<file path="config.mk">
export PLATFORM = sky130hd
export DESIGN_NAME = drfrs_ctrl
export DESIGN_NICKNAME = d
export VERILOG_FILES = /design/src/rtl/drfrs_pkg.sv /design/src/rtl/drfrs_ctrl.sv
export VERILOG_INCLUDE_DIRS = /design/src /design/src/rtl
export SDC_FILE = /design/constraint.sdc
export NUM_CORES = 1
export LEC_CHECK = 0
export BUFFER_PORTS_ARGS = -buffer_cell sky130_fd_sc_hd__clkbuf_2
export CAP_MARGIN = 20
export CORE_AREA = 3 3 41 43
export CTS_BUF_LIST = sky130_fd_sc_hd__clkbuf_16
export DETAILED_ROUTE_END_ITERATION = 8
export DIE_AREA = 0 0 44 46
export PLACE_DENSITY = 0.81
export SYNTH_ARGS = -nofsm -noshare
export SYNTH_HDL_FRONTEND = slang
export SYNTH_SLANG_ARGS = --single-unit
</file>
<file path="constraint.sdc">
create_clock -name clk -period 2.85 [get_ports clk]
set_clock_uncertainty 0.2 [all_clocks]
set_input_delay 0.57 -clock clk [delete_from_list [all_inputs] [get_ports clk]]
set_output_delay 0.57 -clock clk [all_outputs]
set_load 0.03 [all_outputs]
</file>
<file path="src/rtl/dram_row_first_request_scheduler_assert.svh">
// Assertion macros shared by the scheduler modules.
`ifndef DRAM_ROW_FIRST_REQUEST_SCHEDULER_ASSERT_SVH
`define DRAM_ROW_FIRST_REQUEST_SCHEDULER_ASSERT_SVH

// Same-cycle implication, disabled while reset is asserted.
`define DRFRS_ASSERT_IMPL(lbl, clk_s, rst_s, ante, cons, msg) \
  lbl: assert property (@(posedge clk_s) disable iff (!rst_s) (ante) |-> (cons)) \
    else $error(msg);

// Next-cycle implication, disabled while reset is asserted.
`define DRFRS_ASSERT_NEXT(lbl, clk_s, rst_s, ante, cons, msg) \
  lbl: assert property (@(posedge clk_s) disable iff (!rst_s) (ante) |=> (cons)) \
    else $error(msg);

`endif

</file>
<file path="src/rtl/drfrs_pkg.sv">
// Types, constants and codes shared by the row-first request scheduler.
package drfrs_pkg;

  localparam int QueueDepth  = 64;
  localparam int RowCount    = 1024;
  localparam int WordsPerRow = 256;
  localparam int RegCount    = 32;

  localparam int OpW     = 3;
  localparam int AddrW   = 20;
  localparam int RegW    = 5;
  localparam int DataW   = 32;
  localparam int StatusW = 3;
  localparam int KindW   = 2;
  localparam int LatW    = 12;
  localparam int CntW    = 32;
  localparam int DelayW  = 10;
  localparam int TagW    = 13;
  localparam int CfgIdxW = 1;

  localparam int RowW   = $clog2(RowCount);
  localparam int ColW   = $clog2(WordsPerRow);
  localparam int ARowW  = AddrW - ColW - 2;
  localparam int QIdxW  = $clog2(QueueDepth);
  localparam int QCntW  = $clog2(QueueDepth + 1);
  localparam int PRegW  = $clog2(RegCount);
  localparam int MemAW  = RowW + ColW;
  localparam int MemDepth = RowCount * WordsPerRow;

  typedef enum logic [OpW-1:0] {
    OP_LOAD     = 3'd0,
    OP_STORE    = 3'd1,
    OP_CANCEL   = 3'd2,
    OP_DISPATCH = 3'd3,
    OP_DRAIN    = 3'd4
  } op_t;

  typedef enum logic [StatusW-1:0] {
    ST_OK       = 3'd0,
    ST_FWD      = 3'd1,
    ST_IDLE     = 3'd2,
    ST_FULL     = 3'd3,
    ST_MISALIGN = 3'd4,
    ST_RANGE    = 3'd5
  } status_t;

  typedef enum logic [KindW-1:0] {
    KIND_NONE  = 2'd0,
    KIND_LOAD  = 2'd1,
    KIND_STORE = 2'd2
  } kind_t;

  typedef enum logic [CfgIdxW-1:0] {
    CFG_ROW_DELAY = 1'b0,
    CFG_COL_DELAY = 1'b1
  } cfg_idx_t;

  typedef enum logic [3:0] {
    S_CLEAR,
    S_IDLE,
    S_DECODE,
    S_PUSH,
    S_FINISH,
    S_SCAN_INIT,
    S_SCAN,
    S_SELECT,
    S_LOAD,
    S_CHECK,
    S_SERVE,
    S_FORM,
    S_SPUSH,
    S_DROP_RD,
    S_DROP_WR
  } state_t;

  typedef struct packed {
    logic             is_store;
    logic [RowW-1:0]  row;
    logic [ColW-1:0]  col;
    logic [PRegW-1:0] rg;
    logic [TagW-1:0]  tag;
    logic [DataW-1:0] value;
  } entry_t;

  localparam int EntryW = $bits(entry_t);

  typedef struct packed {
    status_t          status;
    kind_t            kind;
    logic [RegW-1:0]  rg;
    logic [AddrW-1:0] addr;
    logic [DataW-1:0] data;
    logic [LatW-1:0]  lat;
    logic             sw;
    logic [CntW-1:0]  upd;
  } res_t;

  typedef struct packed {
    logic latch_in;
    logic exec;
    logic drain_latch;
    logic scan_start;
    logic scan_step;
    logic sel_read;
    logic sel_capture;
    logic check;
    logic serve;
    logic form;
    logic push;
    logic finish;
    logic drop_rd;
    logic drop_wr;
    logic drop_end;
    logic clear_step;
  } cmd_t;

  typedef struct packed {
    logic [OpW-1:0] op;
    logic clear_done;
    logic pend_valid;
    logic scan_done;
    logic found;
    logic stale;
    logic served;
    logic target;
    logic hold_valid;
    logic out_free;
    logic drop_more;
  } sts_t;

endpackage

</file>
<file path="src/rtl/drfrs_ctrl.sv">
// Controller: sequences enqueue, scan, selection, service and queue compaction.
module drfrs_ctrl import drfrs_pkg::*; (
  input  logic clk,
  input  logic rst_n,
  input  logic in_valid,
  output logic in_ready,
  input  sts_t sts,
  output cmd_t cmd
);

  state_t state_r, state_nxt;

  always_ff @(posedge clk) begin
    if (!rst_n) begin
      state_r <= S_CLEAR;
    end else begin
      state_r <= state_nxt;
    end
  end

  always_comb begin
    state_nxt = state_r;
    case (state_r)
      S_CLEAR: begin
        if (sts.clear_done) state_nxt = S_IDLE;
      end
      S_IDLE: begin
        if (in_valid) state_nxt = S_DECODE;
      end
      S_DECODE: begin
        case (sts.op)
          OP_LOAD, OP_STORE, OP_CANCEL: state_nxt = S_PUSH;
          OP_DISPATCH: state_nxt = S_SCAN_INIT;
          OP_DRAIN: state_nxt = sts.pend_valid ? S_SCAN_INIT : S_FINISH;
          default: state_nxt = S_FINISH;
        endcase
      end
      S_PUSH: begin
        if (!sts.hold_valid || sts.out_free) state_nxt = S_FINISH;
      end
      S_SPUSH: begin
        if (!sts.hold_valid || sts.out_free) state_nxt = S_DROP_RD;
      end
      S_FINISH: begin
        if (sts.out_free) state_nxt = S_IDLE;
      end
      S_SCAN_INIT: state_nxt = S_SCAN;
      S_SCAN: begin
        if (sts.scan_done) state_nxt = S_SELECT;
      end
      S_SELECT: state_nxt = sts.found ? S_LOAD : S_FINISH;
      S_LOAD: state_nxt = S_CHECK;
      S_CHECK: state_nxt = sts.stale ? S_DROP_RD : S_SERVE;
      S_SERVE: state_nxt = S_FORM;
      S_FORM: state_nxt = S_SPUSH;
      S_DROP_RD: begin
        if (sts.drop_more) begin
          state_nxt = S_DROP_WR;
        end else if (sts.served && ((sts.op == OP_DISPATCH) || sts.target)) begin
          state_nxt = S_FINISH;
        end else begin
          state_nxt = S_SCAN_INIT;
        end
      end
      S_DROP_WR: state_nxt = S_DROP_RD;
      default: state_nxt = S_IDLE;
    endcase
  end

  always_comb begin
    cmd      = '0;
    in_ready = 1'b0;
    case (state_r)
      S_CLEAR: cmd.clear_step = 1'b1;
      S_IDLE: begin
        in_ready     = 1'b1;
        cmd.latch_in = in_valid;
      end
      S_DECODE: begin
        case (sts.op)
          OP_LOAD, OP_STORE, OP_CANCEL: cmd.exec = 1'b1;
          OP_DRAIN: cmd.drain_latch = sts.pend_valid;
          default: ;
        endcase
      end
      S_PUSH, S_SPUSH: cmd.push = !sts.hold_valid || sts.out_free;
      S_FINISH: cmd.finish = sts.out_free;
      S_SCAN_INIT: cmd.scan_start = 1'b1;
      S_SCAN: cmd.scan_step = !sts.scan_done;
      S_SELECT: cmd.sel_read = sts.found;
      S_LOAD: cmd.sel_capture = 1'b1;
      S_CHECK: cmd.check = 1'b1;
      S_SERVE: cmd.serve = 1'b1;
      S_FORM: cmd.form = 1'b1;
      S_DROP_RD: begin
        cmd.drop_rd  = sts.drop_more;
        cmd.drop_end = !sts.drop_more;
      end
      S_DROP_WR: cmd.drop_wr = 1'b1;
      default: ;
    endcase
  end

`include "dram_row_first_request_scheduler_assert.svh"

  `DRFRS_ASSERT_NEXT(a_accept_leaves_idle, clk, rst_n, in_valid && in_ready, state_r == S_DECODE, "accepted beat not decoded")
  `DRFRS_ASSERT_IMPL(a_ready_only_idle, clk, rst_n, in_ready, state_r == S_IDLE, "ready outside idle")
  `DRFRS_ASSERT_IMPL(a_one_push, clk, rst_n, cmd.push, !cmd.finish, "push and finish together")

endmodule
</file>
==> impl_results.md <==
- VDD IR max: 0.3711 mV
- Final Hold Fails: 0
- Final instance area: 812.0 µm²
- DR WL/cell: 13.80 µm
- CTS resizes: 0
- Biggest register: state_r
- Critical Path AT: around 1800 ps
- Hold_buf cts: 0
- Worst Tran Pin Value: 736.2 ps
- Clock insertion delay at the later pin of the skew report: 230 ps
- Final worst slack: 331.2 ps
- Fmax: 397.0 MHz
- Initial antenna violation count: 0
- Largest net degree at the start of global routing: 24
- Synth area leaders: dfxtp_1, nor2_1, nor3_1
- CP Capture Type: output pin
- Crit start category: register
- Vias in the first global route: approximately 640
- Hold Path Class: in2reg
- Die X: 44 µm
- CTS Buffer Depth: 2
- Clock sink total: 4
- Top-area cell type share of the netlist area: a little over an eighth
- Synth area leader: dfxtp_1
- Cell Rows: 13
- Starting Density: between 40% and 50%
- IO Count: 33
- Root buffer cell: clkbuf_16
- CTS tree: built
- Synth Instances: 85
- Pwr dens: 952.7 mW/mm²
- Top Registers: state_r x4
- Syn avg cell area: 7.124 µm²
- Post-synthesis sequential area ratio: 13.22%
- Netlist Area Pre-Place: 605.6 µm²
- FF+latch count, synth: 4
- Overall Global Routing Usage: about a fifth
- CP top delay family: simple AND/OR/NAND/NOR gates
- Most common cell after layout, fill and taps aside: clkbuf_2
- CP Max Fanout: 18
- Largest register FFs: 4
- Slew headroom: about half
- Layout cells sized above 1: 37.17%
- Core ar.: roughly 0.0013 mm²
- P&R area growth vs syn: 34.09%
- Crit Path Class: reg2out
- Met3 usage: 4.743%
- N_diodes: 0
- Cts bufs inserted: 3
- MaxCap Viol Count: 0
- Vias: 748
- Total wire length: 1.766 mm
- PortBufs: 32
- DRC: 0
- Most frequent cells in the layout: clkbuf_2, nor2_1, nor3_1, nand2_1, nand2b_1
- Final worst-path cycle share: around nine tenths
- Detailed placer's ending HPWL: 1.305 mm
- Crit path time final: 2519 ps
- Via-per-instance ratio: 5.844
- Met1 Track Usage GR: about a quarter
- Grt total ovfl: 0
- RSZ-0062 raised after global routing: no
- GPL Wtd Cong: 0.7969
- Yosys warning count: 0
- Pins Over Slew Limit: 0
- DRT antenna net count: 0
- Drt first pass iters: 4
- Final setup vio count: 0
- Delay of the slowest critical-path stage: 650 ps
- CP max stage cell: dfxtp_1
- Busiest grt layer: met2
- Outcome: completed
- Crit-path cells: nand2b_1, nor3_1, and4_1, clkbuf_2
- Final Util: 60.88%
- Syn_nets: just over 100
- H-tree levels: 1
- WHS: roughly 440 ps
- TNS Setup: 0 ps
- Die ar.: 0.002024 mm²
- Req. time, crit path: 2080 ps
- Die Height: 46 µm
- CP bufs+invs: 1
- Final net count: 131
- Met2 Usage GRT: between 30% and 40%
- DRT iter0 DRCs: 17
- Post-CTS Setup Bufs: 0
- Register clock-pin slew on the reported worst setup and hold paths: approximately 30 ps
- Post-placement setup slack: 578.7 ps
- Placed Instance Area: 737.0 µm²
- Count of different cell masters after synthesis: 37
- Pleak: around 0.38 nW
- Global-route wire length before repair: roughly 2.8 mm
-- cells by family (layout without fill, tap and decap cells) --
logic type,count (synthesis),after routing,synth area share [%]
compound gates,22,22,29.13
simple gates,47,47,43.60
buf+inv,9,37,9.090
mux,3,3,4.959
flops,4,4,13.22
-- final cells by class --
cell class	instances	area, µm²
clock buffer	3	75.07
fill	115	521.8
inverter	2	7.507
multi-input combinational	72	470.5
sequential	4	80.08
tap	15	18.77
timing repair buffer	32	160.2
-- cells in the mapped netlist (all sizes together) --
library cell	n
mux2i	3
a2111oi	1
and3	1
and4bb	2
a211oi	2
nand2b	5
a21oi	3
o211a	1
or2	1
nor3	7
buf	7
o221a	1
dfxtp	4
nor2	13
a21o	2
a31oi	1
nor4bb	1
nor4	2
o21bai	1
a21boi	1
nor2b	3
or4b	1
nor3b	1
inv	2
o211ai	1
and4	1
a221oi	1
o21ai	4
nand2	7
and2	2
o311a	1
o31a	2
-- where the power goes --
group,switching [W],internal [W],leakage (nW)
Combinational,0.000215,0.000156,0.311
Clock,0.0000440,0.000180,0.0370
Sequential,0.000102,0.0000771,0.0328
-- final timing paths --
path	start	to	slack, ps	cells past startpoint
hold / removal	rst_n	state_r[3]	440	2
setup / recovery	state_r[1]	cmd[13]	330	4
hold reg to reg	state_r[1]	state_r[1]	530	2
setup reg to reg	state_r[2]	state_r[0]	700	4
-- per-layer routing --
metal | up-vias | part of all wire (%)
met5 | - | 0
met4 | 0 | 2.5
met3 | 4 | 6.7
met2 | 30 | 47
met1 | 341 | 43
li1 | 373 | -
-- through the flow --
step | instances | power, W
CTS | 128 | 0.0007734
floorplan | 85 | 0.0004851
finish | 128 | 0.0007737
global placement | 125 | 0.0005362
detailed placement | 125 | 0.0005465
global route | 128 | 0.0008250
(Power assumes the default switching activity.)
